$ cat src/sv/atsu_pkg.sv
// shared types, codes and character helpers for the assembly token scanner
`timescale 1ns / 1ps

package atsu_pkg;

    localparam int LINE_BITS_DEF   = 16;
    localparam int COLUMN_BITS_DEF = 12;
    localparam int LINE_OUT_W      = 16;
    localparam int COL_OUT_W       = 12;
    localparam int LEN_W           = 12;
    localparam int KIND_W          = 4;
    localparam int TDATA_OUT_W     = 48;
    localparam int TUSER_OUT_W     = 4;
    localparam int Q_DEPTH         = 4;

    // token kinds
    localparam logic [KIND_W-1:0] KIND_IDENT   = 4'd0;
    localparam logic [KIND_W-1:0] KIND_KEYWORD = 4'd1;
    localparam logic [KIND_W-1:0] KIND_INT     = 4'd2;
    localparam logic [KIND_W-1:0] KIND_FLOAT   = 4'd3;
    localparam logic [KIND_W-1:0] KIND_STRING  = 4'd4;
    localparam logic [KIND_W-1:0] KIND_COLON   = 4'd5;
    localparam logic [KIND_W-1:0] KIND_COMMA   = 4'd6;
    localparam logic [KIND_W-1:0] KIND_SLASH   = 4'd7;
    localparam logic [KIND_W-1:0] KIND_LPAREN  = 4'd8;
    localparam logic [KIND_W-1:0] KIND_RPAREN  = 4'd9;
    localparam logic [KIND_W-1:0] KIND_END     = 4'd10;
    localparam logic [KIND_W-1:0] KIND_BAD     = 4'd11;

    // keyword selectors
    localparam logic KW_BEGIN = 1'b0;
    localparam logic KW_END   = 1'b1;

    // characters with a role of their own
    localparam logic [7:0] CH_EOI    = 8'd255;
    localparam logic [7:0] CH_SQUOTE = 8'd39;
    localparam logic [7:0] CH_DQUOTE = 8'h22;
    localparam logic [7:0] CH_AT     = 8'h40;
    localparam logic [7:0] CH_UNDER  = 8'h5f;
    localparam logic [7:0] CH_DOT    = 8'h2e;
    localparam logic [7:0] CH_SEMI   = 8'h3b;
    localparam logic [7:0] CH_MINUS  = 8'h2d;
    localparam logic [7:0] CH_COLON  = 8'h3a;
    localparam logic [7:0] CH_COMMA  = 8'h2c;
    localparam logic [7:0] CH_SLASH  = 8'h2f;
    localparam logic [7:0] CH_LPAREN = 8'h28;
    localparam logic [7:0] CH_RPAREN = 8'h29;
    localparam logic [7:0] CH_SPACE  = 8'h20;
    localparam logic [7:0] CH_TAB    = 8'h09;
    localparam logic [7:0] CH_NL     = 8'h0a;
    localparam logic [7:0] CH_B      = 8'h42;
    localparam logic [7:0] CH_E      = 8'h45;

    typedef struct packed {
        logic [KIND_W-1:0]     kind;
        logic                  kw;
        logic [LINE_OUT_W-1:0] line;
        logic [COL_OUT_W-1:0]  col;
        logic [LEN_W-1:0]      len;
        logic                  last;
    } token_t;

    // tokens produced by one character, slot 0 first
    typedef struct packed {
        logic [1:0] count;
        token_t     tok0;
        token_t     tok1;
    } step_out_t;

    function automatic logic is_letter(input logic [7:0] c);
        return (c >= 8'h61 && c <= 8'h7a) || (c >= 8'h41 && c <= 8'h5a) ||
               c == CH_UNDER || c == CH_AT;
    endfunction

    function automatic logic is_digit(input logic [7:0] c);
        return c >= 8'h30 && c <= 8'h39;
    endfunction

    function automatic logic [7:0] kw_begin_char(input logic [2:0] idx);
        logic [7:0] r;
        unique case (idx)
            3'd0:    r = 8'h42;
            3'd1:    r = 8'h45;
            3'd2:    r = 8'h47;
            3'd3:    r = 8'h49;
            3'd4:    r = 8'h4e;
            default: r = 8'h00;
        endcase
        return r;
    endfunction

    function automatic logic [7:0] kw_end_char(input logic [1:0] idx);
        logic [7:0] r;
        unique case (idx)
            2'd0:    r = 8'h45;
            2'd1:    r = 8'h4e;
            2'd2:    r = 8'h44;
            default: r = 8'h00;
        endcase
        return r;
    endfunction

endpackage

$ cat src/sv/atsu_core.sv
// scanner state, position counters and per-character token decision
`timescale 1ns / 1ps

module atsu_core #(
    parameter int LINE_BITS   = atsu_pkg::LINE_BITS_DEF,
    parameter int COLUMN_BITS = atsu_pkg::COLUMN_BITS_DEF
) (
    input  logic                aclk,
    input  logic                aresetn,
    input  logic                step_en,
    input  logic [7:0]          char_byte,
    input  logic                end_of_input,
    output atsu_pkg::step_out_t step_out
);

    localparam logic [3:0] ST_IDLE    = 4'd0;
    localparam logic [3:0] ST_IDENT   = 4'd1;
    localparam logic [3:0] ST_INT     = 4'd2;
    localparam logic [3:0] ST_FLOAT   = 4'd3;
    localparam logic [3:0] ST_MINUS   = 4'd4;
    localparam logic [3:0] ST_SQUOTE  = 4'd5;
    localparam logic [3:0] ST_DQUOTE  = 4'd6;
    localparam logic [3:0] ST_COMMENT = 4'd7;

    localparam logic [atsu_pkg::LEN_W-1:0] LEN_MAX = '1;

    logic [3:0]                  st_reg, st_next;
    logic [LINE_BITS-1:0]        line_reg, line_next;
    logic [COLUMN_BITS-1:0]      col_reg, col_next;
    logic [LINE_BITS-1:0]        tsl_reg, tsl_next;
    logic [COLUMN_BITS-1:0]      tsc_reg, tsc_next;
    logic [atsu_pkg::LEN_W-1:0]  len_reg, len_next;
    logic                        bm_reg, bm_next;
    logic                        em_reg, em_next;

    logic                        eoi, letter, digit, nl;
    logic                        close_en, idle_en, adv, grow, match;
    logic [atsu_pkg::KIND_W-1:0] close_kind, idle_kind;
    logic                        idle_tok;
    logic [atsu_pkg::LEN_W-1:0]  idle_len;
    logic [31:0]                 line_w, col_w, tsl_w, tsc_w;
    atsu_pkg::token_t            ctok, itok;

    assign eoi    = end_of_input || char_byte == atsu_pkg::CH_EOI;
    assign letter = atsu_pkg::is_letter(char_byte);
    assign digit  = atsu_pkg::is_digit(char_byte);
    assign nl     = char_byte == atsu_pkg::CH_NL;

    // output fields are the low bits of the counters
    assign line_w = 32'(line_reg);
    assign col_w  = 32'(col_reg);
    assign tsl_w  = 32'(tsl_reg);
    assign tsc_w  = 32'(tsc_reg);

    always_comb begin
        st_next    = st_reg;
        line_next  = line_reg;
        col_next   = col_reg;
        tsl_next   = tsl_reg;
        tsc_next   = tsc_reg;
        len_next   = len_reg;
        bm_next    = bm_reg;
        em_next    = em_reg;
        close_en   = 1'b0;
        close_kind = atsu_pkg::KIND_IDENT;
        idle_en    = 1'b0;
        adv        = 1'b0;
        grow       = 1'b0;
        match      = 1'b0;
        idle_tok   = 1'b0;
        idle_kind  = atsu_pkg::KIND_BAD;
        idle_len   = atsu_pkg::LEN_W'(1);

        unique case (st_reg)
            ST_IDENT: begin
                if (!eoi && (letter || digit)) begin
                    match = 1'b1;
                    grow  = 1'b1;
                    adv   = 1'b1;
                end else begin
                    close_en   = 1'b1;
                    close_kind = atsu_pkg::KIND_IDENT;
                    idle_en    = 1'b1;
                end
            end
            ST_INT: begin
                if (!eoi && digit) begin
                    grow = 1'b1;
                    adv  = 1'b1;
                end else if (!eoi && char_byte == atsu_pkg::CH_DOT) begin
                    st_next = ST_FLOAT;
                    grow    = 1'b1;
                    adv     = 1'b1;
                end else begin
                    close_en   = 1'b1;
                    close_kind = atsu_pkg::KIND_INT;
                    idle_en    = 1'b1;
                end
            end
            ST_FLOAT: begin
                if (!eoi && digit) begin
                    grow = 1'b1;
                    adv  = 1'b1;
                end else begin
                    close_en   = 1'b1;
                    close_kind = atsu_pkg::KIND_FLOAT;
                    idle_en    = 1'b1;
                end
            end
            ST_MINUS: begin
                if (!eoi && digit) begin
                    st_next = ST_INT;
                    grow    = 1'b1;
                    adv     = 1'b1;
                end else begin
                    close_en   = 1'b1;
                    close_kind = atsu_pkg::KIND_BAD;
                    idle_en    = 1'b1;
                end
            end
            ST_SQUOTE, ST_DQUOTE: begin
                if (eoi) begin
                    close_en   = 1'b1;
                    close_kind = atsu_pkg::KIND_BAD;
                    idle_en    = 1'b1;
                end else if ((st_reg == ST_SQUOTE && char_byte == atsu_pkg::CH_SQUOTE) ||
                             (st_reg == ST_DQUOTE && char_byte == atsu_pkg::CH_DQUOTE)) begin
                    close_en   = 1'b1;
                    close_kind = atsu_pkg::KIND_STRING;
                    adv        = 1'b1;
                end else begin
                    grow = 1'b1;
                    adv  = 1'b1;
                end
            end
            ST_COMMENT: begin
                if (eoi) begin
                    idle_en = 1'b1;
                end else begin
                    if (nl) begin
                        st_next = ST_IDLE;
                    end
                    adv = 1'b1;
                end
            end
            default: begin
                idle_en = 1'b1;
            end
        endcase

        if (close_en) begin
            st_next = ST_IDLE;
        end

        if (match) begin
            bm_next = bm_reg && len_reg < atsu_pkg::LEN_W'(5) &&
                      char_byte == atsu_pkg::kw_begin_char(len_reg[2:0]);
            em_next = em_reg && len_reg < atsu_pkg::LEN_W'(3) &&
                      char_byte == atsu_pkg::kw_end_char(len_reg[1:0]);
        end
        if (grow && len_reg != LEN_MAX) begin
            len_next = len_reg + atsu_pkg::LEN_W'(1);
        end

        // character scanned from idle, possibly right after a close
        if (idle_en) begin
            st_next = ST_IDLE;
            if (eoi) begin
                idle_tok  = 1'b1;
                idle_kind = atsu_pkg::KIND_END;
                idle_len  = '0;
            end else begin
                adv = 1'b1;
                priority if (letter) begin
                    st_next  = ST_IDENT;
                    tsl_next = line_reg;
                    tsc_next = col_reg;
                    len_next = atsu_pkg::LEN_W'(1);
                    bm_next  = char_byte == atsu_pkg::CH_B;
                    em_next  = char_byte == atsu_pkg::CH_E;
                end else if (digit || char_byte == atsu_pkg::CH_MINUS) begin
                    st_next  = digit ? ST_INT : ST_MINUS;
                    tsl_next = line_reg;
                    tsc_next = col_reg;
                    len_next = atsu_pkg::LEN_W'(1);
                    bm_next  = 1'b1;
                    em_next  = 1'b1;
                end else if (char_byte == atsu_pkg::CH_SQUOTE ||
                             char_byte == atsu_pkg::CH_DQUOTE) begin
                    st_next  = (char_byte == atsu_pkg::CH_SQUOTE) ? ST_SQUOTE : ST_DQUOTE;
                    tsl_next = line_reg;
                    tsc_next = col_reg;
                    len_next = '0;
                    bm_next  = 1'b1;
                    em_next  = 1'b1;
                end else if (char_byte == atsu_pkg::CH_SEMI) begin
                    st_next = ST_COMMENT;
                end else if (char_byte == atsu_pkg::CH_COLON) begin
                    idle_tok  = 1'b1;
                    idle_kind = atsu_pkg::KIND_COLON;
                end else if (char_byte == atsu_pkg::CH_COMMA) begin
                    idle_tok  = 1'b1;
                    idle_kind = atsu_pkg::KIND_COMMA;
                end else if (char_byte == atsu_pkg::CH_SLASH) begin
                    idle_tok  = 1'b1;
                    idle_kind = atsu_pkg::KIND_SLASH;
                end else if (char_byte == atsu_pkg::CH_LPAREN) begin
                    idle_tok  = 1'b1;
                    idle_kind = atsu_pkg::KIND_LPAREN;
                end else if (char_byte == atsu_pkg::CH_RPAREN) begin
                    idle_tok  = 1'b1;
                    idle_kind = atsu_pkg::KIND_RPAREN;
                end else if (char_byte == atsu_pkg::CH_SPACE ||
                             char_byte == atsu_pkg::CH_TAB || nl) begin
                    idle_tok = 1'b0;
                end else begin
                    idle_tok  = 1'b1;
                    idle_kind = atsu_pkg::KIND_BAD;
                end
            end
        end

        // position moves after the tokens have taken the current one
        if (adv) begin
            if (nl) begin
                if (line_reg != {LINE_BITS{1'b1}}) begin
                    line_next = line_reg + LINE_BITS'(1);
                end
                col_next = '0;
            end else if (col_reg != {COLUMN_BITS{1'b1}}) begin
                col_next = col_reg + COLUMN_BITS'(1);
            end
        end
    end

    // token built from the closing word, keyword check on identifiers
    always_comb begin
        ctok.kind = close_kind;
        ctok.kw   = atsu_pkg::KW_BEGIN;
        if (close_kind == atsu_pkg::KIND_IDENT) begin
            if (bm_reg && len_reg == atsu_pkg::LEN_W'(5)) begin
                ctok.kind = atsu_pkg::KIND_KEYWORD;
                ctok.kw   = atsu_pkg::KW_BEGIN;
            end else if (em_reg && len_reg == atsu_pkg::LEN_W'(3)) begin
                ctok.kind = atsu_pkg::KIND_KEYWORD;
                ctok.kw   = atsu_pkg::KW_END;
            end
        end
        ctok.line = tsl_w[atsu_pkg::LINE_OUT_W-1:0];
        ctok.col  = tsc_w[atsu_pkg::COL_OUT_W-1:0];
        ctok.len  = len_reg;
        ctok.last = !idle_tok;

        itok.kind = idle_kind;
        itok.kw   = atsu_pkg::KW_BEGIN;
        itok.line = line_w[atsu_pkg::LINE_OUT_W-1:0];
        itok.col  = col_w[atsu_pkg::COL_OUT_W-1:0];
        itok.len  = idle_len;
        itok.last = 1'b1;
    end

    always_comb begin
        step_out.count = 2'({1'b0, close_en} + {1'b0, idle_tok});
        step_out.tok0  = close_en ? ctok : itok;
        step_out.tok1  = itok;
    end

    always_ff @(posedge aclk) begin
        if (!aresetn) begin
            st_reg   <= ST_IDLE;
            line_reg <= LINE_BITS'(1);
            col_reg  <= '0;
            tsl_reg  <= LINE_BITS'(1);
            tsc_reg  <= '0;
            len_reg  <= '0;
            bm_reg   <= 1'b1;
            em_reg   <= 1'b1;
        end else if (step_en) begin
            st_reg   <= st_next;
            line_reg <= line_next;
            col_reg  <= col_next;
            tsl_reg  <= tsl_next;
            tsc_reg  <= tsc_next;
            len_reg  <= len_next;
            bm_reg   <= bm_next;
            em_reg   <= em_next;
        end
    end

    // line is one-based and saturates, so it never reads zero
    a_line_nonzero: assert property (@(posedge aclk) disable iff (!aresetn)
        line_reg != '0)
        else $error("line counter reached zero");

    // exactly the final token of a character carries the last flag
    a_last_flag: assert property (@(posedge aclk) disable iff (!aresetn)
        (step_out.count == 2'd2) |-> (!step_out.tok0.last && step_out.tok1.last))
        else $error("two-token step has wrong last flags");

    a_single_last: assert property (@(posedge aclk) disable iff (!aresetn)
        (step_out.count == 2'd1) |-> step_out.tok0.last)
        else $error("single token not marked last");

endmodule

$ cat src/sv/atsu_queue.sv
// four-entry token queue, takes up to two tokens a cycle, drives the result stream
`timescale 1ns / 1ps

module atsu_queue (
    input  logic                aclk,
    input  logic                aresetn,
    input  logic                push_en,
    input  atsu_pkg::step_out_t push_data,
    input  logic                pop_en,
    output logic                room,
    output logic                head_valid,
    output atsu_pkg::token_t    head
);

    localparam int PTR_W = $clog2(atsu_pkg::Q_DEPTH);
    localparam int CNT_W = PTR_W + 1;

    atsu_pkg::token_t mem_reg [atsu_pkg::Q_DEPTH];
    logic [PTR_W-1:0] wr_reg, rd_reg;
    logic [CNT_W-1:0] cnt_reg;
    logic [CNT_W-1:0] n_push;
    logic [PTR_W-1:0] wr_plus1;

    assign n_push     = push_en ? CNT_W'(push_data.count) : '0;
    assign wr_plus1   = wr_reg + PTR_W'(1);
    assign head_valid = cnt_reg != '0;
    assign head       = mem_reg[rd_reg];

    // two free slots are needed, counting the entry leaving this cycle
    assign room = (cnt_reg <= CNT_W'(atsu_pkg::Q_DEPTH - 2)) ||
                  (cnt_reg == CNT_W'(atsu_pkg::Q_DEPTH - 1) && pop_en);

    always_ff @(posedge aclk) begin
        if (n_push != '0) begin
            mem_reg[wr_reg] <= push_data.tok0;
        end
        if (n_push == CNT_W'(2)) begin
            mem_reg[wr_plus1] <= push_data.tok1;
        end
    end

    always_ff @(posedge aclk) begin
        if (!aresetn) begin
            wr_reg  <= '0;
            rd_reg  <= '0;
            cnt_reg <= '0;
        end else begin
            wr_reg  <= wr_reg + PTR_W'(n_push);
            if (pop_en) begin
                rd_reg <= rd_reg + PTR_W'(1);
            end
            cnt_reg <= cnt_reg + n_push - CNT_W'(pop_en);
        end
    end

    a_no_overflow: assert property (@(posedge aclk) disable iff (!aresetn)
        cnt_reg <= CNT_W'(atsu_pkg::Q_DEPTH))
        else $error("token queue overflow");

    a_no_pop_empty: assert property (@(posedge aclk) disable iff (!aresetn)
        pop_en |-> head_valid)
        else $error("pop from empty token queue");

    // a waiting token only leaves through a pop
    a_head_held: assert property (@(posedge aclk) disable iff (!aresetn)
        (head_valid && !pop_en) |=> head_valid)
        else $error("queued token vanished without a pop");

endmodule

$ cat src/sv/assembly_token_scanner_unit.sv
// top level of the assembly token scanner: input stage, scanner core, token queue
`timescale 1ns / 1ps

// channel   dir  beat                                  notes
// s_axis    in   one source character                  tlast = end of input
// m_axis    out  one token                             tlast = final token of a character
//
// one character is taken per cycle while the token queue has room; a character that
// closes a token and starts a single-character, bad or end token yields two beats on m_axis
// the character register feeds the core only when the token queue has two free
// slots, so a stalled m_axis backs up into s_axis_tready once three or four
// tokens wait in the queue and one more character is held in the register
// aresetn is synchronous, active low: idle state, line one, column zero
// a character passes the character register and the scanner core, and its tokens are
// registered in the token queue and offered once the tokens queued ahead of them have gone

module assembly_token_scanner_unit #(
    parameter int LINE_BITS   = atsu_pkg::LINE_BITS_DEF,
    parameter int COLUMN_BITS = atsu_pkg::COLUMN_BITS_DEF
) (
    input  logic                                aclk,
    input  logic                                aresetn,
    // fields from bit 0: char_byte[7:0]
    input  logic [7:0]                          s_axis_tdata,
    input  logic                                s_axis_tlast,
    input  logic                                s_axis_tvalid,
    output logic                                s_axis_tready,
    // fields from bit 0: keyword_index[0], start_line[16:1], start_column[28:17],
    // token_length[40:29], zero fill[47:41]
    output logic [atsu_pkg::TDATA_OUT_W-1:0]    m_axis_tdata,
    // fields from bit 0: token_kind[3:0]
    output logic [atsu_pkg::TUSER_OUT_W-1:0]    m_axis_tuser,
    output logic                                m_axis_tlast,
    output logic                                m_axis_tvalid,
    input  logic                                m_axis_tready
);

    logic                in_valid_reg;
    logic [7:0]          in_char_reg;
    logic                in_eoi_reg;
    logic                step_en;
    logic                room;
    logic                pop_en;
    logic                head_valid;
    atsu_pkg::token_t    head;
    atsu_pkg::step_out_t step_out;

    assign pop_en        = head_valid && m_axis_tready;
    // the held character moves on as soon as the queue can take its tokens
    assign step_en       = in_valid_reg && room;
    assign s_axis_tready = !in_valid_reg || step_en;

    always_ff @(posedge aclk) begin
        if (!aresetn) begin
            in_valid_reg <= 1'b0;
        end else if (s_axis_tready) begin
            in_valid_reg <= s_axis_tvalid;
        end
    end

    // character payload, no reset needed
    always_ff @(posedge aclk) begin
        if (s_axis_tready && s_axis_tvalid) begin
            in_char_reg <= s_axis_tdata;
            in_eoi_reg  <= s_axis_tlast;
        end
    end

    atsu_core #(
        .LINE_BITS   (LINE_BITS),
        .COLUMN_BITS (COLUMN_BITS)
    ) u_core (
        .aclk         (aclk),
        .aresetn      (aresetn),
        .step_en      (step_en),
        .char_byte    (in_char_reg),
        .end_of_input (in_eoi_reg),
        .step_out     (step_out)
    );

    atsu_queue u_queue (
        .aclk       (aclk),
        .aresetn    (aresetn),
        .push_en    (step_en),
        .push_data  (step_out),
        .pop_en     (pop_en),
        .room       (room),
        .head_valid (head_valid),
        .head       (head)
    );

    // result beat packing
    assign m_axis_tvalid = head_valid;
    assign m_axis_tlast  = head.last;
    assign m_axis_tuser  = head.kind;
    assign m_axis_tdata  = {7'b0, head.len, head.col, head.line, head.kw};

endmodule

$ cat config.mk
export PLATFORM = sky130hd
export DESIGN_NAME = assembly_token_scanner_unit
export DESIGN_NICKNAME = d
export VERILOG_FILES = /design/src/sv/atsu_pkg.sv /design/src/sv/atsu_core.sv /design/src/sv/atsu_queue.sv /design/src/sv/assembly_token_scanner_unit.sv
export SDC_FILE = /design/constraint.sdc
export NUM_CORES = 1
export LEC_CHECK = 0
export ABC_AREA = 1
export BUFFER_PORTS_ARGS = -buffer_cell sky130_fd_sc_hd__buf_2
export CELL_PAD_IN_SITES_DETAIL_PLACEMENT = 1
export CELL_PAD_IN_SITES_GLOBAL_PLACEMENT = 2
export CORE_ASPECT_RATIO = 1.5
export CORE_MARGIN = 2
export CORE_UTILIZATION = 30
export CTS_CLUSTER_SIZE = 10
export DETAILED_ROUTE_END_ITERATION = 10
export PLACE_DENSITY_LB_ADDON = 0.1
export SETUP_SLACK_MARGIN = 0.02
export SYNTH_ARGS = -nofsm -noshare
export SYNTH_HDL_FRONTEND = slang
export SYNTH_SLANG_ARGS = --single-unit
export TNS_END_PERCENT = 30
$ cat constraint.sdc
create_clock -name aclk -period 6.8 [get_ports aclk]
set_clock_uncertainty 0.15 [all_clocks]
set_input_delay 1.02 -clock aclk [delete_from_list [all_inputs] [get_ports aclk]]
set_output_delay 1.02 -clock aclk [all_outputs]
set_load 0.02 [all_outputs]
**After elaboration in Yosys (flattened, before gate mapping)**

Memory sizes are Yosys's and may differ from the RTL's. A register that Yosys moved wholly into a read port is not among the register bits.
Cells that the tools add are included.
W data, S select, Z words.

- Output and inout bits: 55
- Bits in registers: 91
- Bits in read-only memories: 0
- Memory bits (writable): 184
- Latch bits: 0
- Logic and storage cells: 237
- Input port bits: 13
- Memories kept: 1

Memory list:

| memory | words | width | read ports | clocked after memory_dff | wr ports | RTL line | text |
|---|---|---|---|---|---|---|---|
| u_queue.mem_reg | 4 | 46 | 1 | 1 | 2 | atsu_queue.sv:18 | `atsu_pkg::token_t mem_reg [atsu_pkg::Q_DEPTH];` |

- Div/mod/pow operators: 0
- Muxes and demuxes: 109
- Bitwise operators: 1
- Add/subtract/negate cells: 9
- $mul: 0
- Reductions and logical operators: 49
- Shift operators: 0
- Order comparisons: 9
- Equal/unequal tests: 45

Operators with widths:

| kind | count |
|---|---|
| $mux W12 | 12 |
| $mux W4 | 24 |
| $eq A8 B6 Y1 const B | 11 |
| $mux W16 | 3 |
| $mux W1 | 46 |
| $mux W46 | 1 |
| $pmux W7 S5 | 1 |
| $eq A8 B7 Y1 const B | 4 |
| $add A12 B1 Y12 const B | 2 |
| $ne A12 B12 Y1 const B | 2 |
| $pmux W7 S3 | 1 |
| $logic_and A1 B1 Y1 | 19 |
| $add A16 B1 Y16 const B | 1 |
| $eq A4 B3 Y1 const B | 4 |
| $eq A8 B4 Y1 const B | 2 |
| $eq A8 B8 Y1 | 2 |
| $ge A8 B7 Y1 const B | 2 |
| $le A8 B7 Y1 const B | 2 |
| $mux W8 | 2 |
| $ne A16 B16 Y1 const B | 1 |
| $pmux W1 S4 | 4 |
| $pmux W4 S4 | 1 |
| $mux W5 | 3 |
| $mux W2 | 7 |
| other kinds (39) | 65 |

**Logic depth before layout (Yosys ltp)**

Gate-level depths: netlist of the first run.

- Depth after elaboration: 20
- Mapped depth: 26
- Mapped depth without buffers: 23

**By module**

A second synthesis of the first run with hierarchy kept.

- Cell total of the unflattened synthesis: 1913
- Area total of the unflattened synthesis: 15257.1 um^2

Modules (own cells, without submodules):

| module | instances | area each (um^2) | cells an instance |
|---|---|---|---|
| atsu_queue | 1 | 9902.0 | 1066 |
| atsu_core | 1 | 4962.3 | 819 |
| assembly_token_scanner_unit | 1 | 392.9 | 28 |

**Worst setup path before layout of the first run**

OpenSTA, ideal clock, no wires.

- Kind: reg2reg
- Start: register in_char_reg[4]
- End: memory u_queue.mem_reg[1][10] (netlist bit)
- Setup slack: 2.537 ns
- Clock period less this slack: 4.263 ns
- Required time: 6.521 ns
- Arrival: 3.984 ns
- Library setup time: 0.129 ns
- Stages on the path, launching flop included: 22
- Path through: edfxtp_1 > nand2_1 > nor2_1 > a21oi_4 > nand3_4 > nand2_1 > nand3_1 > nor2_1 > buf_4 > inv_1 > buf_4 > ha_1 > inv_1 > a21oi_1 > inv_1 > nor2_1 > clkinv_1 > nand2_1 > inv_1 > clkbuf_1 > nand2_1 > o21ai_0

RTL lines:

| what | RTL line | text |
|---|---|---|
| from (decl) | assembly_token_scanner_unit.sv:39 | `logic [7:0] in_char_reg;` |
| from (signal assigned) | assembly_token_scanner_unit.sv:64 | `in_char_reg <= s_axis_tdata;` |
| to (decl) | atsu_queue.sv:18 |  |

==> impl_metrics.json, run 1 <==
{
  "worstHoldStart": "u_queue.mem_reg[2][12]$_SDFFE_PP0N_",
  "synthesis.instances": 1555,
  "detailedPlace.worstSlack_ns": 1.75,
  "cts_hold_buf": 0,
  "max_clock_freq_mhz": 200,
  "post_cts_setup_bufs": 0,
  "instances_no_fill": 2188,
  "worstPathRequired_ns": 6.85,
  "finalCriticalPeriod_ns": 4.99,
  "clock_latency_on_the_worst_skew_pair_ns": 0.52,
  "postSynthAreaPerCell_sq_um": 8.64,
  "timing.final.hold_violations": 0,
  "route.detailed.vias_per_inst": 5.22,
  "cts_resized": 0,
  "outcome": "complete, no violations",
  "synth_most_common_cell": "sky130_fd_sc_hd__nand2_1",
  "die_area_sq_um": 46500,
  "top_post_synthesis_cells_by_area": "sky130_fd_sc_hd__edfxtp_1 32%, sky130_fd_sc_hd__dfxtp_1 20%, sky130_fd_sc_hd__o22ai_1 8.0%, sky130_fd_sc_hd__o21ai_0 6.7%, sky130_fd_sc_hd__nand2_1 6.7%",
  "placed_inst_area_sq_um": 14200,
  "cp_max_fo": 44,
  "netlist_area_sq_um": 13400,
  "synth.top_cells.by_count": "239 x sky130_fd_sc_hd__nand2_1, 180 x sky130_fd_sc_hd__o21ai_0, 174 x sky130_fd_sc_hd__nor2_1",
  "start_kind": "flip-flop",
  "clkSinkCount": 276,
  "core.rowCount": 95,
  "grt_start_max_net_pins": 90,
  "hold_class": "reg -> reg",
  "die_height_um": 263,
  "routed-via-count": 11400,
  "peakVddDrop_mv": 0.132,
  "cts_tree": "done",
  "setup_viol_count_final": 0,
  "crit_start": "in_char_reg[3]$_DFFE_PP_",
  "design.core.area_sq_um": 44500,
  "global_route_layer_with_the_greatest_usage": "met2",
  "dpl.cell_count": 2129,
  "synth_top_area_cell": "sky130_fd_sc_hd__edfxtp_1",
  "initial_detailed_routing_violation_count": 550,
  "ant_nets": 0,
  "ys_ff_latch": 276,
  "antenna_cells_inserted": 0,
  "numCtsBuffers": 34,
  "timing_worst_setup_path_type": "reg -> reg",
  "timing.rr.start": "in_char_reg[3]$_DFFE_PP_",
  "synth_sequential_area_ratio_pct": 51.6,
  "start_util_pct": 30.2,
  "rsz0062_at_grt": "no",
  "global_route.usage.met2_pct": 36.1,
  "critical_path.endpoint_type": "flip-flop",
  "post-route-cell-area_sq_um": 15200,
  "chipWidth_um": 177,
  "clk_transition_reported_paths_ns": 0.05,
  "fin_crit_sh_pct": 73.4,
  "total_routing_resource_utilization_after_global_routing_pct": 19.8,
  "timing_max_transition_violations_final": 0,
  "grt-ovfl-total": 0,
  "met1_usage_pct": 24.0,
  "cts_htree_levels": 2,
  "dr.pass1.iters": 5,
  "grt_util_met3_pct": 2.79,
  "remaining_drc_errors": 0,
  "synth_edf_count": 141,
  "clk_root_buffer_cell": "sky130_fd_sc_hd__clkbuf_16",
  "number_of_global_route_vias_before_repair": 11900,
  "async_flop_share_pct": 0,
  "design.portCount": 68,
  "synth.distinct_cells": 54,
  "post-synth-top-area-fraction_pct": 31.5,
  "area_used_by_sequential_logic_in_the_layout_sq_um": 6940,
  "power.static_leakage_nw": 5.31,
  "drv_cap": 0,
  "relSlewSlack_pct": 29.9,
  "wl_per_cell_um": 21.0,
  "timing.critical_path.arrival_ns": 5.04,
  "multi_input_area_sq_um": 5580,
  "filler_cell_count": 5261,
  "power.density_nw_per_um2": 331,
  "setup-tns-final_ns": 0,
  "final_net_count": 1610,
  "cts-root-to-sink-buffers": 3,
  "final.setup.worst_slack_ns": 1.81,
  "post-dp-hpwl_um": 28700,
  "largest_register_ffs": 184,
  "worst-slew-pin-transition_ns": 1.05,
  "syn2layout_area_growth_pct": 13.2,
  "number_of_antenna_violations_at_the_first_check_in_global_routing": 0,
  "grt_first_pass_wirelength_um": 70900,
  "gp_congestion": 0.791,
  "buffer_ports.inserted": 60,
  "drive_gt1_share_pct": 13.4,
  "routed_wirelength_um": 45800,
  "synth_warnings": 0,
  "dominantRegCellSynth": "sky130_fd_sc_hd__edfxtp_1",
  "p_total_mw": 5.03
}
==> power by group <==
group	leakage, nW	total [mW]	switching, mW	internal, mW
sequential	2.23	1.93	0.0537	1.88
clock	0.486	1.70	0.714	0.985
combinational	2.59	1.39	1.01	0.379
total	5.31	5.03	1.78	3.25
==> logic make-up (layout without fill, tap and decap cells) <==
kind of cell	count (synthesis)	after routing	synth area share, %
simple gates	533	533	17.5
compound gates	496	496	21.9
flops	276	276	51.6
buf+inv	227	272	7.13
fa+ha+maj	14	14	1.36
xor+xnor	8	8	0.522
other cells	1	7	0.0279
==> stage by stage <==
stage / hold slack, ns / util (%)
CTS: 0.304 / 34.2
global placement: 0.283 / 32.0
detailed placement: 0.290 / 32.0
finish: 0.303 / 34.2
floorplan: 0.273 / -
global route: 0.324 / 34.2
==> layer usage <==
| layer | share of wire, % | vias to the layer above |
|---|---|---|
| met5 | 0 | - |
| met4 | 2.2 | 0 |
| met3 | 3.6 | 62 |
| met2 | 52 | 204 |
| met1 | 42 | 5630 |
| li1 | - | 5523 |
==> cell type report <==
class	instances	area share, %
sequential	276	45.6
multi-input combinational	1058	36.7
clock buffer	56	6.47
tap	582	4.79
inverter	133	3.32
timing repair buffer	80	2.96
clock inverter	3	0.123
==> placed cells by master (no fill, tap or decap), types with 8 or more instances in the layout <==
cell,instances
sky130_fd_sc_hd__nand2_1,233
sky130_fd_sc_hd__a21oi_2,21
sky130_fd_sc_hd__nand3_1,37
sky130_fd_sc_hd__nand2_2,15
sky130_fd_sc_hd__nor2_1,173
sky130_fd_sc_hd__nor3_1,26
sky130_fd_sc_hd__clkbuf_1,18
sky130_fd_sc_hd__buf_2,60
sky130_fd_sc_hd__buf_4,20
sky130_fd_sc_hd__clkbuf_16,35
sky130_fd_sc_hd__ha_1,13
sky130_fd_sc_hd__o21ai_1,34
sky130_fd_sc_hd__dfxtp_1,133
sky130_fd_sc_hd__o22ai_1,172
sky130_fd_sc_hd__clkinv_1,10
sky130_fd_sc_hd__edfxtp_1,141
sky130_fd_sc_hd__nand4_1,10
sky130_fd_sc_hd__inv_1,113
sky130_fd_sc_hd__nor3b_1,8
sky130_fd_sc_hd__a21oi_1,42
sky130_fd_sc_hd__o21ai_2,21
sky130_fd_sc_hd__o21ai_0,180
sky130_fd_sc_hd__inv_2,9
==> worst paths after layout <==
check	end	slack, ns	depth (start not counted)
max	u_queue.mem_reg[3][23]$_DFFE_PP_	1.81	17
min	u_queue.mem_reg[2][12]$_SDFFE_PP0N_	0.30	2
max reg2reg	u_queue.mem_reg[3][23]$_DFFE_PP_	1.81	17
min reg2reg	u_queue.mem_reg[2][12]$_SDFFE_PP0N_	0.30	2
==> critical path, cell delays in order, from the launching register on <==
cell,delay (ns)
sky130_fd_sc_hd__edfxtp_1,0.53
sky130_fd_sc_hd__nand2_2,0.16
sky130_fd_sc_hd__nor2_2,0.06
sky130_fd_sc_hd__a21oi_4,0.53
sky130_fd_sc_hd__nand3_4,0.19
sky130_fd_sc_hd__nand2_1,0.15
sky130_fd_sc_hd__nand3_1,0.13
sky130_fd_sc_hd__nor2_4,0.13
sky130_fd_sc_hd__inv_1,0.19
sky130_fd_sc_hd__ha_1,0.39
sky130_fd_sc_hd__inv_1,0.08
sky130_fd_sc_hd__a21oi_1,0.30
sky130_fd_sc_hd__inv_1,0.10
sky130_fd_sc_hd__nor2_1,0.20
sky130_fd_sc_hd__inv_2,0.05
sky130_fd_sc_hd__buf_4,0.32
sky130_fd_sc_hd__nand2_2,0.54
sky130_fd_sc_hd__buf_4,0.42
Note: power is estimated with default switching activity, not from simulation.
==> inputs of run 2 (changes only) <==
==> constraint.sdc (replaced) <==
create_clock -name aclk -period 5.15 [get_ports aclk]
set_clock_uncertainty 0.15 [all_clocks]
set_input_delay 0.7725 -clock aclk [delete_from_list [all_inputs] [get_ports aclk]]
set_output_delay 0.7725 -clock aclk [all_outputs]
set_load 0.02 [all_outputs]
==> run 2 against run 1 <==
Against the previous run:
- clock power increased by 31%
- critical path depth increased by 2
- utilization increased by 0.12 points
- critical endpoint is now u_queue.mem_reg[0][28]$_DFFE_PP_
- combinational power increased by 35%
- register-to-register slack got worse by 1.1 ns
- hold slack got worse by 0.027 ns
- worst setup slack got worse by 1.1 ns
- first-iteration DRC count increased by 1.3%
- largest power group unchanged
==> impl_metrics.json, run 2 (same netlist as run 1, synthesis figures left out) <==
{
  "outcome": "complete, no violations",
  "grt_first_pass_wirelength_um": 72400,
  "smallest_hold_slack_ns": 0.275,
  "clkPwrFrac_pct": 33.5,
  "finalCriticalPeriod_ns": 4.43,
  "intPower_mw": 4.28,
  "crit_path_cell_trace": "nor2_2, nand2_1, nor2_1, nor2_1, nor2_4, nand2_2, nand3_4, nand2_4, nor2_8, inv_1, o41ai_1, ha_1, inv_1, nor2_1, inv_1, nor2_2, nand3_1, nand2_2, buf_4",
  "filler_cell_count": 5201,
  "start_kind": "flip-flop",
  "cp_max_fo": 26,
  "post-dp-hpwl_um": 29000,
  "timing_worst_setup_path_type": "reg -> reg",
  "rsz0062_at_grt": "no",
  "instances_no_fill": 2191,
  "combinationalPowerShare_pct": 28.2,
  "design.core.area_sq_um": 44500,
  "power.density_nw_per_um2": 437,
  "number_of_antenna_violations_at_the_first_check_in_global_routing": 1,
  "sw_frac_of_total_pct": 35.8,
  "core.rowCount": 95,
  "drv_cap": 0,
  "max_clock_freq_mhz": 226,
  "critical_path.max_stage_delay_ns": 0.52,
  "timing_max_transition_violations_final": 0,
  "cts-root-to-sink-buffers": 3,
  "setup-tns-final_ns": 0,
  "largest_register_ffs": 184,
  "cts_hold_buf": 0,
  "drive_gt1_share_pct": 13.5,
  "grt-ovfl-total": 0,
  "hold_class": "in -> reg",
  "syn2layout_area_growth_pct": 13.6,
  "final_net_count": 1614,
  "clk_root_buffer_cell": "sky130_fd_sc_hd__clkbuf_16",
  "dr.pass1.iters": 5,
  "mostFrequentLayoutCells": "233 x sky130_fd_sc_hd__nand2_1, 180 x sky130_fd_sc_hd__o21ai_0, 173 x sky130_fd_sc_hd__nor2_1, 172 x sky130_fd_sc_hd__o22ai_1, 141 x sky130_fd_sc_hd__edfxtp_1",
  "clkSinkCount": 276,
  "final.setup.worst_slack_ns": 0.716,
  "timing.critical_path.arrival_ns": 4.44,
  "numCtsBuffers": 34,
  "buffer_ports.inserted": 60,
  "wl_per_cell_um": 21.5,
  "clk_transition_reported_paths_ns": 0.06,
  "number_of_global_route_vias_before_repair": 12100,
  "die_area_sq_um": 46500,
  "route.detailed.vias_per_inst": 5.26,
  "peakVddDrop_mv": 0.209,
  "reg2reg_depth": 19,
  "detailedPlace.worstSlack_ns": 0.643,
  "chipWidth_um": 177,
  "setup_viol_count_final": 0,
  "routed-via-count": 11500,
  "initial_detailed_routing_violation_count": 557,
  "final_common_cell": "sky130_fd_sc_hd__nand2_1",
  "part_of_the_total_power_dissipated_in_sequential_elements_pct": 38.3,
  "cts_htree_levels": 2,
  "grt_start_max_net_pins": 92,
  "dpl.cell_count": 2133,
  "timing.final.hold_violations": 0,
  "antenna_cells_inserted": 0,
  "timing.critical_path.depth": 19,
  "worst-slew-pin-transition_ns": 1.04,
  "cts_resized": 0,
  "design.portCount": 68,
  "cts_tree": "done",
  "clock_latency_on_the_worst_skew_pair_ns": 0.52,
  "worstHoldPathCells": 1,
  "relSlewSlack_pct": 30.7,
  "start_util_pct": 30.2,
  "post_cts_setup_bufs": 0,
  "critical_path.endpoint_type": "flip-flop",
  "routed_wirelength_um": 47000,
  "ant_nets": 0,
  "cpMaxStageDelayCell": "sky130_fd_sc_hd__edfxtp_1",
  "power.static_leakage_nw": 5.33,
  "buffers_plus_inverters_on_the_worst_setup_path": 4,
  "p_switching_mw": 2.39,
  "worstPathRequired_ns": 5.16,
  "p_total_mw": 6.67,
  "path_delay_family": "simple AND/OR/NAND/NOR gates",
  "total_routing_resource_utilization_after_global_routing_pct": 20.2,
  "die_height_um": 263,
  "fin_crit_sh_pct": 86.1,
  "remaining_drc_errors": 0,
  "gp_congestion": 0.783
}
==> run 2: changes by cell type in the layout (fill, tap and decap cells not counted) <==
cell                       delta
sky130_fd_sc_hd__buf_12       +3
sky130_fd_sc_hd__buf_4        +1
sky130_fd_sc_hd__clkbuf_1     -1
sky130_fd_sc_hd__clkbuf_8     -1
sky130_fd_sc_hd__clkinv_1     +1
==> run 2: worst paths after layout <==
path         slack, ns                                  to                               start
min               0.28            in_char_reg[1]$_DFFE_PP_                     s_axis_tdata[1]
max               0.72    u_queue.mem_reg[0][28]$_DFFE_PP_            in_char_reg[1]$_DFFE_PP_
max reg2reg       0.72    u_queue.mem_reg[0][28]$_DFFE_PP_            in_char_reg[1]$_DFFE_PP_
min reg2reg       0.30  u_queue.mem_reg[1][9]$_SDFFE_PP0N_  u_queue.mem_reg[1][9]$_SDFFE_PP0N_
==> run 2: stage by stage <==
stage          cell area [sq um]  utilization, %
2_1_floorplan              13500               -
3_3_place_gp               14300            32.1
3_5_place_dp               14300            32.1
4_1_cts                    15300            34.3
5_1_grt                    15300            34.3
6_report                   15300            34.3
==> run 2: area by class of cell <==
| class | instances | area (sq um) | share of cell area [%] |
|---|---|---|---|
| well taps | 582 | 728 | 4.77 |
| clock inverters | 4 | 22.5 | 0.148 |
| repair buffers | 84 | 518 | 3.39 |
| multi-input cells | 1058 | 5580 | 36.6 |
| inverters | 133 | 504 | 3.30 |
| clock buffers | 54 | 967 | 6.34 |
| flip-flops and latches | 276 | 6940 | 45.5 |
==> run 2: power by group through the flow <==
stage	clock, mW	combinational, mW	sequential (mW)
finish	2.23	1.88	2.55
global route	2.39	2.06	2.57
CTS	2.31	1.91	2.56
detailed placement	0	1.91	2.60
global placement	0	1.90	2.60
floorplan	0	1.28	2.58
==> run 2: metal layers <==
layer / share of wire (%) / GRT usage [%]
met3: 2.9 / 2.35
met4: 2.6 / 6.50
met5: 0.028 / 0
met1: 44 / 25.6
met2: 50 / 35.5
